$ cat src/hdl/ppm_pkg.sv
// Shared widths, register indexes, drive levels and reset values of the phased position move.
`default_nettype none
package ppm_pkg;

    localparam int POS_W    = 32;
    localparam int WIN_W    = 16;
    localparam int CNT_W    = 8;
    localparam int PCT_W    = 7;
    localparam int CFG_IDX_W = 3;
    localparam int CFG_DAT_W = 32;
    localparam int OUT_DAT_W = 16;

    // Configuration register indexes
    typedef enum logic [CFG_IDX_W-1:0] {
        REG_MOVE_DISTANCE = 3'd0,
        REG_FAST_WINDOW   = 3'd1,
        REG_COARSE_WINDOW = 3'd2,
        REG_FINE_WINDOW   = 3'd3,
        REG_HOLD_WINDOW   = 3'd4,
        REG_HOLD_COUNT    = 3'd5
    } cfg_reg_t;

    // Drive levels in percent
    localparam logic [PCT_W-1:0] PCT_FAST    = 7'd80;
    localparam logic [PCT_W-1:0] PCT_CORRECT = 7'd40;
    localparam logic [PCT_W-1:0] PCT_CREEP   = 7'd2;
    localparam logic [PCT_W-1:0] PCT_ZERO    = 7'd0;

    // Register reset values
    localparam logic [WIN_W-1:0] FAST_WINDOW_RST   = 16'd2000;
    localparam logic [WIN_W-1:0] COARSE_WINDOW_RST = 16'd400;
    localparam logic [WIN_W-1:0] FINE_WINDOW_RST   = 16'd20;
    localparam logic [WIN_W-1:0] HOLD_WINDOW_RST   = 16'd12;
    localparam logic [CNT_W-1:0] HOLD_COUNT_RST    = 8'd10;

    // One result word
    typedef struct packed {
        logic             done_res;
        logic [PCT_W-1:0] drive_percent;
        logic             drive_reverse;
        logic             drive_valid;
    } result_t;

endpackage
`default_nettype wire

$ cat src/hdl/phased_position_move_fsm.sv
// Phased position move controller: input stage, phase state machine and two-word result buffer.
//
// Usage:
//   s_* channel carries one word per encoder event: s_tuser is the mode (0 begins a
//   move of the set distance from s_tdata, 1 is a position sample), s_tdata the signed position.
//   m_* channel returns exactly one result word for each input word, in order.
//   cfg_* channel writes the six tuning registers (index 0..5); writes to other
//   indexes are dropped. cfg_ready is always high; write only while the block is idle.
// Timing:
//   Each accepted word's result is registered. One word is taken in every cycle while s_tready
//   is high: the whole step is a 33-bit add and a 33-bit subtract followed by window compares
//   and the phase update, all between the input handshake and the output register.
//   A two-word output buffer (output register plus skid register) keeps s_tready
//   registered; s_tready drops only once both words are occupied.
// Reset:
//   aresetn low clears the phase machine to the fast phase with start and target at
//   zero, loads the register defaults and empties the output buffer.
// Stall:
//   While m_tready is low the current word holds on m_tdata; one more input word is
//   taken into the skid register, then input stalls until the receiver drains.
`default_nettype none
module phased_position_move_fsm
    import ppm_pkg::*;
(
    input  wire logic                  aclk,
    input  wire logic                  aresetn,
    // input words
    input  wire logic                  s_tvalid,
    output      logic                  s_tready,
    input  wire logic [POS_W-1:0]      s_tdata,   // [31:0] position
    input  wire logic                  s_tuser,   // [0] mode
    // result words
    output      logic                  m_tvalid,
    input  wire logic                  m_tready,
    output      logic [OUT_DAT_W-1:0]  m_tdata,   // [0] drive_valid, [1] drive_reverse,
                                                  // [8:2] drive_percent, [9] done_res
    // register writes
    input  wire logic                  cfg_valid,
    output      logic                  cfg_ready,
    input  wire logic [CFG_IDX_W-1:0]  cfg_index,
    input  wire logic [CFG_DAT_W-1:0]  cfg_data
);

    typedef enum logic [2:0] {
        PH_FAST   = 3'd0,
        PH_COARSE = 3'd1,
        PH_FINE   = 3'd2,
        PH_HOLD   = 3'd3,
        PH_DONE   = 3'd4
    } phase_t;

    localparam int DIFF_W = POS_W + 1;

    // configuration registers
    logic signed [POS_W-1:0] move_distance_reg;
    logic [WIN_W-1:0]        fast_window_reg;
    logic [WIN_W-1:0]        coarse_window_reg;
    logic [WIN_W-1:0]        fine_window_reg;
    logic [WIN_W-1:0]        hold_window_reg;
    logic [CNT_W-1:0]        hold_count_reg;

    // move state
    phase_t                  phase_reg, phase_next;
    logic signed [POS_W-1:0] target_reg, target_next;
    logic                    start_below_reg, start_below_next;
    logic                    start_above_reg, start_above_next;
    logic [CNT_W-1:0]        steady_reg, steady_next;
    logic                    done_reg, done_next;

    // output buffer
    logic                    out_valid_reg;
    result_t                 out_data_reg;
    logic                    skid_valid_reg;
    result_t                 skid_data_reg;

    logic                    in_fire;
    logic                    out_free;
    result_t                 res;

    logic signed [POS_W-1:0]  pos;
    logic signed [DIFF_W-1:0] sum_ext;
    logic signed [POS_W-1:0]  tgt_sat;
    logic signed [DIFF_W-1:0] diff;
    logic signed [DIFF_W-1:0] fast_w;
    logic signed [DIFF_W-1:0] corr_w;
    logic signed [DIFF_W-1:0] hold_w;
    logic [CNT_W:0]           steady_inc;
    phase_t                   phase_mid;

    assign cfg_ready = 1'b1;
    assign s_tready  = !skid_valid_reg;
    assign in_fire   = s_tvalid && s_tready;
    assign out_free  = !out_valid_reg || m_tready;
    assign m_tvalid  = out_valid_reg;
    assign m_tdata   = {{(OUT_DAT_W - $bits(result_t)){1'b0}}, out_data_reg};

    // register writes
    always_ff @(posedge aclk) begin
        if (!aresetn) begin
            move_distance_reg <= '0;
            fast_window_reg   <= FAST_WINDOW_RST;
            coarse_window_reg <= COARSE_WINDOW_RST;
            fine_window_reg   <= FINE_WINDOW_RST;
            hold_window_reg   <= HOLD_WINDOW_RST;
            hold_count_reg    <= HOLD_COUNT_RST;
        end else if (cfg_valid && cfg_ready) begin
            case (cfg_index)
                REG_MOVE_DISTANCE: move_distance_reg <= cfg_data;
                REG_FAST_WINDOW:   fast_window_reg   <= cfg_data[WIN_W-1:0];
                REG_COARSE_WINDOW: coarse_window_reg <= cfg_data[WIN_W-1:0];
                REG_FINE_WINDOW:   fine_window_reg   <= cfg_data[WIN_W-1:0];
                REG_HOLD_WINDOW:   hold_window_reg   <= cfg_data[WIN_W-1:0];
                REG_HOLD_COUNT:    hold_count_reg    <= cfg_data[CNT_W-1:0];
                default: ;
            endcase
        end
    end

    // arithmetic on the incoming position
    always_comb begin
        pos     = s_tdata;
        sum_ext = DIFF_W'(pos) + DIFF_W'(move_distance_reg);
        // saturate the target to the signed 32-bit range
        if (sum_ext[DIFF_W-1] != sum_ext[DIFF_W-2]) begin
            tgt_sat = sum_ext[DIFF_W-1] ? {1'b1, {(POS_W-1){1'b0}}}
                                        : {1'b0, {(POS_W-1){1'b1}}};
        end else begin
            tgt_sat = sum_ext[POS_W-1:0];
        end
        diff       = DIFF_W'(pos) - DIFF_W'(target_reg);
        fast_w     = $signed({{(DIFF_W-WIN_W){1'b0}}, fast_window_reg});
        hold_w     = $signed({{(DIFF_W-WIN_W){1'b0}}, hold_window_reg});
        steady_inc = {1'b0, steady_reg} + 1'b1;
    end

    // phase step and result
    always_comb begin
        phase_next       = phase_reg;
        target_next      = target_reg;
        start_below_next = start_below_reg;
        start_above_next = start_above_reg;
        steady_next      = steady_reg;
        done_next        = done_reg;
        res              = '0;
        phase_mid        = phase_reg;
        corr_w           = '0;

        if (!s_tuser) begin
            // begin a move
            target_next      = tgt_sat;
            start_below_next = pos < tgt_sat;
            start_above_next = pos > tgt_sat;
            phase_next       = PH_FAST;
            steady_next      = '0;
            done_next        = 1'b0;
            res.drive_valid   = 1'b1;
            res.drive_reverse = !(pos < tgt_sat);
            res.drive_percent = PCT_FAST;
        end else begin
            // leave the fast phase once inside the fast window from the start side
            if (phase_reg == PH_FAST) begin
                if ((start_below_reg && diff > -fast_w) ||
                    (start_above_reg && diff < fast_w)) begin
                    phase_mid = PH_COARSE;
                end
            end
            corr_w = $signed({{(DIFF_W-WIN_W){1'b0}},
                              (phase_mid == PH_COARSE) ? coarse_window_reg
                                                       : fine_window_reg});
            case (phase_mid)
                PH_FAST: ;
                PH_COARSE, PH_FINE: begin
                    if (diff > corr_w) begin
                        res.drive_valid   = 1'b1;
                        res.drive_reverse = 1'b1;
                        res.drive_percent = PCT_CORRECT;
                    end else if (diff < -corr_w) begin
                        res.drive_valid   = 1'b1;
                        res.drive_percent = PCT_CORRECT;
                    end else begin
                        phase_mid = (phase_mid == PH_COARSE) ? PH_FINE : PH_HOLD;
                    end
                end
                PH_HOLD: begin
                    res.drive_valid = 1'b1;
                    if (diff > hold_w) begin
                        res.drive_reverse = 1'b1;
                        res.drive_percent = PCT_CREEP;
                        steady_next       = '0;
                    end else if (diff < -hold_w) begin
                        res.drive_percent = PCT_CREEP;
                        steady_next       = '0;
                    end else begin
                        res.drive_percent = PCT_ZERO;
                        if (steady_inc > {1'b0, hold_count_reg}) begin
                            phase_mid = PH_DONE;
                        end
                        steady_next = steady_inc[CNT_W] ? {CNT_W{1'b1}}
                                                        : steady_inc[CNT_W-1:0];
                    end
                end
                default: begin
                    // complete, and any unused code
                    done_next         = 1'b1;
                    res.drive_valid   = 1'b1;
                    res.drive_percent = PCT_ZERO;
                end
            endcase
            phase_next = phase_mid;
        end
        res.done_res = done_next;
    end

    // hold move state and the output buffer
    always_ff @(posedge aclk) begin
        if (!aresetn) begin
            phase_reg       <= PH_FAST;
            target_reg      <= '0;
            start_below_reg <= 1'b0;
            start_above_reg <= 1'b0;
            steady_reg      <= '0;
            done_reg        <= 1'b0;
            out_valid_reg   <= 1'b0;
            skid_valid_reg  <= 1'b0;
        end else begin
            if (in_fire) begin
                phase_reg       <= phase_next;
                target_reg      <= target_next;
                start_below_reg <= start_below_next;
                start_above_reg <= start_above_next;
                steady_reg      <= steady_next;
                done_reg        <= done_next;
            end
            if (out_free) begin
                if (skid_valid_reg) begin
                    out_data_reg   <= skid_data_reg;
                    out_valid_reg  <= 1'b1;
                    skid_valid_reg <= 1'b0;
                end else if (in_fire) begin
                    out_data_reg  <= res;
                    out_valid_reg <= 1'b1;
                end else begin
                    out_valid_reg <= 1'b0;
                end
            end else if (in_fire) begin
                skid_data_reg  <= res;
                skid_valid_reg <= 1'b1;
            end
        end
    end

endmodule
`default_nettype wire

$ cat config.mk
export PLATFORM = sky130hd
export DESIGN_NAME = phased_position_move_fsm
export DESIGN_NICKNAME = d
export VERILOG_FILES = /design/src/hdl/ppm_pkg.sv /design/src/hdl/phased_position_move_fsm.sv
export SDC_FILE = /design/constraint.sdc
export NUM_CORES = 1
export LEC_CHECK = 0
export ABC_AREA = 1
export BUFFER_PORTS_ARGS = -buffer_cell sky130_fd_sc_hd__buf_2
export CAP_MARGIN = 15
export CORE_UTILIZATION = 50
export CTS_CLUSTER_SIZE = 10
export DETAILED_ROUTE_END_ITERATION = 6
export PLACE_DENSITY = 0.68
export SETUP_SLACK_MARGIN = 0.1
export SYNTH_ARGS = -nofsm -noshare
export SYNTH_HDL_FRONTEND = slang
export SYNTH_SLANG_ARGS = --single-unit
$ cat constraint.sdc
create_clock -name aclk -period 7.4 [get_ports aclk]
set_clock_uncertainty 0.2 [all_clocks]
set_input_delay 1.11 -clock aclk [delete_from_list [all_inputs] [get_ports aclk]]
set_output_delay 1.11 -clock aclk [all_outputs]
set_load 0.005 [all_outputs]
======== After elaboration in Yosys (flattened, before gate mapping) ========
Index checks and enable logic that the tools add are counted.
storage, ports and cells
  flip-flop bits (word level) ............. 172
  input port bits ......................... 73
cells by class
  add/sub/neg operators ................... 6
  magnitude comparators ................... 9
  eq/ne operators ......................... 10
  muxes and demuxes ....................... 37
  bitwise logic cells ..................... 3
  reduce and logical (&&, ||, !) cells .... 25
operators by type and width
  operator                                                               number
  16-bit negator with 33-bit output                                      3
  33-bit by 17-bit > comparator with 1-bit output                        2
  33-bit < comparator                                                    2
  32-bit 2-to-1 mux                                                      2
  8-bit 2-to-1 mux                                                       5
  32-bit by 32-bit adder with 33-bit output                              1
  33-bit > comparator                                                    1
  33-bit by 17-bit < comparator with 1-bit output                        1
  32-bit by 32-bit subtractor with 33-bit output                         1
  32-bit > comparator                                                    1
  32-bit < comparator                                                    1
  3-bit 2-to-1 mux                                                       9
  10-bit 2-to-1 mux                                                      2
  16-bit 2-to-1 mux                                                      1
  2-bit AND reduction                                                    8
  7-bit one-hot mux with 2 select lines                                  1
  3-bit by 2-bit equality test with 1-bit output, second input constant  4
  6-bit 2-to-1 mux                                                       2
  8-bit by 1-bit adder with 9-bit output, second input constant          1
  9-bit by 8-bit > comparator with 1-bit output                          1
  3-bit logical NOT                                                      3
  1-bit 2-to-1 mux                                                       9
  9-bit 2-to-1 mux                                                       1
  3-bit by 1-bit equality test with 1-bit output, second input constant  2
  other kinds (14)                                                       26

======== Longest topological paths before layout ========
  depth in word-level cells ............... 17
  gate-level depth with buffers ........... 67

======== Worst setup path after synthesis ========
No wires, ideal clock.
  path kind ............................... input to register
  start ................................... input s_tdata[0]
  end ..................................... register out_data_reg, in the netlist m_tdata[0], data pin
  library setup time ...................... 253 ps
  arrival ................................. 7313 ps
  data required time ...................... 6947 ps
  setup slack ............................. -366 ps
  stages .................................. 63
  path buffers ............................ 1
  path through ............................ inv_1 > ha_1 > inv_1 > fa_1 > nand2_1 > inv_1 > nand2_1 > nand2_2 > nand2_1 > nand2_1 > nand2_1 > nand2_1 > xor2_1 > ha_1 > nand2_1 > inv_1 > nand3_1 > nor2_1 > [27 not listed] > a21o_1 > a21oi_1 > o21ai_0 > a21o_1 > nor2_1 > nor2_1 > nand2_1 > nand2_1 > nand2_1 > nand2_1 > nand2_1 > nand2_1 > nand2_1 > nand3_2 > nand2_1 > nand3_1 > nand2_1 > nand2_1
RTL lines
  element               RTL line                         text
  start, declared       phased_position_move_fsm.sv:30   input wire logic [POS_W-1:0] s_tdata,
  end signal, assigned  phased_position_move_fsm.sv:236  out_data_reg <= skid_data_reg;
  end signal, assigned  phased_position_move_fsm.sv:240  out_data_reg <= res;
  end, declared         phased_position_move_fsm.sv:72   result_t out_data_reg;

==> results.yml <==
sta:
  finalSetupViolCount: 6
  maxSlewViolCount: 0
  slew_headroom_pct: 32.2
  rsz0062_at_grt: "true"
  hold_viol_final: 0
  worst-slew-pin-transition_ps: 1020
  fmax_ghz: 0.127
  tns_ps: -2420
  fin_crit_sh_pct: 106
  period_needed_ps: 7870
  postLayoutSetupSlackWorst_ps: -469
worst_hold_path:
  hold_end: "coarse_window_reg[12]"
  hold_path_class: "register to register"
  hold_depth: 2
  worstHoldStart: "coarse_window_reg[12]"
placement:
  io_buffers: 82
  gp_congestion: 0.940
  placed_cells: 2990
  hpwl_mm: 39.7
  placed_cell_area_sq_um: 18600
synthesis:
  avgSynthCellArea_sq_um: 6.85
  synthFlopType: "dfxtp_1"
  ys_async_sr_fraction_pct: 0
  synth_top_area_share_pct: 20.7
  synthDistinctLibCells: 56
  synthCells: 2220
  netlist_top_cells_area: "ha_1 21%, dfxtp_1 20%, nand2_1 9.6%"
  yosys_warnings: 0
  synth_seq_cells: 164
  synth_area_sq_um: 15200
  yosysSeqAreaShare_pct: 22.4
  synth_area_leader_cell: "ha_1"
  synth_edf_count: 12
clocking:
  h-tree-depth: 4
  path_clk_slew_ps: 70
  cts_hold_buf: 0
  cts_buffer_depth: 2
  clock_sinks: 164
  cts_root_buf: "clkbuf_16"
  clock_latency_ps: 460
  cts_tree: "done"
  cts_buffers: 17
floorplan:
  die-area_sq_um: 31100
  ios: 92
  fp-row-count: 63
  core-area_sq_um: 29800
  die_h_um: 176
  fp.dieW_um: 176
  start_util_pct: 51.1
critical_path:
  critPathArrivalTime_ps: 7880
  path_delay_family: "simple AND/OR/NAND/NOR gates"
  critPathSlowestCell: "ha_1"
  reg2reg_depth: 61
  cpPeakStageDelay_ps: 320
  worst_path_most_repeated_cell: "nand2_1"
  critPathMaxFanout: 4
  start_kind: "input port"
  endpoint_kind: "register"
  r2r_setup_slack_ps: -80
  critPathRequiredTime_ps: 7410
  rr_endpoint: "m_tdata[0]"
  path_buf_inv: 7
  timing.rr.start: "target_reg[6]"
  crit_type: "input port to register"
pwr:
  total_leakage_power_nw: 10.4
  power_mw: 4.17
  power_density_nw_per_um2: 199
  vdd_drop_max_mv: 0.234
final_layout:
  nets: 3001
  fin_area_sq_um: 21000
  final_cells: 3077
  diodes: 0
  nFillCells: 2461
  utilization_pct: 70.3
  area_delta_synth_final_pct: 37.7
  drive_gt1_share_pct: 28.5
drt:
  drt_iter0_drc: 1250
  vias: 16900
  final_antenna_net_count: 0
  drt-total-wl_mm: 51.9
  drt-pass1-iter-count: 6
  drc: 0
  wl_per_cell_um: 16.9
  via_per_inst: 5.49
global_routing:
  grt_pass1_vias: 16200
  grt_use_total_pct: 33.0
  overflow: 0
  antenna_found_initial: 0
  grt_max_degree: 70
  grt_pass1_wl_mm: 81.1
outcome:
  status: "complete, but fails checks"
  violations: "setup timing"
job:
  drv_cap: 0
-- cells in the final DEF, fill, tap and decap left out, drive strengths merged, types with 3 or more instances in the layout --
master / instances
clkbuf: 21
nand4: 27
o211ai: 14
or2: 4
a211oi: 11
o311ai: 3
inv: 302
o21ai: 200
buf: 488
dfxtp: 152
o21bai: 14
nor2: 262
ha: 252
a21o: 7
o22ai: 31
nand3: 85
edfxtp: 12
clkinv: 7
a31oi: 5
xnor2: 16
nor4: 21
xor2: 71
conb: 9
nor3: 33
a21oi: 211
nand2: 403
and3: 5
-- how the worst max path moves through the flow --
stage,from,endpoint,slack [ps],cells after the start
2_1_floorplan,s_tdata[0],m_tdata[0],-280,65
6_report,s_tdata[6],m_tdata[0],-470,61
4_1_cts,s_tdata[0],m_tdata[0],-220,65
3_5_place_dp,s_tdata[0],phase_reg[1],-1300,56
5_1_grt,s_tdata[0],m_tdata[0],-950,62
3_3_place_gp,s_tdata[0],phase_reg[1],-1260,56
-- cell families after synthesis --
kind of cell / after synthesis / share of synthesized area (%)
AND/OR/NAND/NOR: 842 / 23.7
AO/OA/AOI/OAI: 509 / 18.5
other: 2 / 0.0494
adder cells (fa/ha/maj): 254 / 21.0
flip-flops: 164 / 22.4
XOR/XNOR: 87 / 5.06
buffers and inverters: 362 / 9.37
-- through the flow --
| step | setup WS [ps] | hold WS (ps) |
|---|---|---|
| after floorplan | -275 | 225 |
| after global placement | -1260 | 239 |
| after detailed placement | -1300 | 244 |
| after CTS | -220 | 255 |
| after global routing | -945 | 278 |
| final | -469 | 260 |
-- layer usage --
| metal | global-route usage [%] | up-vias | share of wire, % |
|---|---|---|---|
| met2 | 55.2 | 557 | 46 |
| met5 | 0 | - | 0 |
| met3 | 4.76 | 113 | 6.2 |
| li1 | - | 8356 | - |
| met4 | 10.9 | 0 | 2.7 |
| met1 | 43.4 | 7852 | 45 |
-- repair_timing --
item | CTS | global route
buffers inserted | 41 | 15
endpoints found under the setup margin | 7 | 21
resized for setup | 160 | 77
gates cloned | 1 | 1
pin swaps | 87 | 71
-- cell usage after synthesis (15+ instances only) --
library cell	instances
nand3_1	78
clkbuf_1	41
nor2_1	254
a21oi_1	206
o22ai_1	31
ha_1	252
nor3_1	30
nand2_2	15
nor4_1	21
o21ai_1	30
xor2_1	70
nand4_1	25
xnor2_1	16
inv_1	288
o21ai_0	163
nand2_1	388
dfxtp_1	152
-- power by group --
| part | total [mW] | internal (mW) | switching [mW] |
|---|---|---|---|
| Combinational | 2.24 | 1.02 | 1.22 |
| Clock | 0.974 | 0.541 | 0.434 |
| Sequential | 0.957 | 0.935 | 0.0224 |
| Total | 4.17 | 2.50 | 1.67 |
-- worst reg2reg max path: cells and delay by family, from the launching register on --
kind | cells | cell delay, ps
buffers and inverters | 7 | 770
xor gates and xnor gates | 2 | 370
adders and majority gates | 4 | 1070
AOI/OAI and AO/OA | 10 | 1400
and+or+nand+nor | 38 | 3100
DFF | 1 | 310
-- cell type report --
cell class | instances | area, sq um | share of cell area, %
well taps | 390 | 488 | 2.33
flip-flops and latches | 164 | 3400 | 16.2
repair buffers | 489 | 3590 | 17.2
multi-input cells | 1702 | 11700 | 55.8
inverters | 300 | 1150 | 5.50
clock inverters | 12 | 161 | 0.770
clock buffers | 20 | 468 | 2.23
Note: power is estimated with default switching activity, not from simulation.
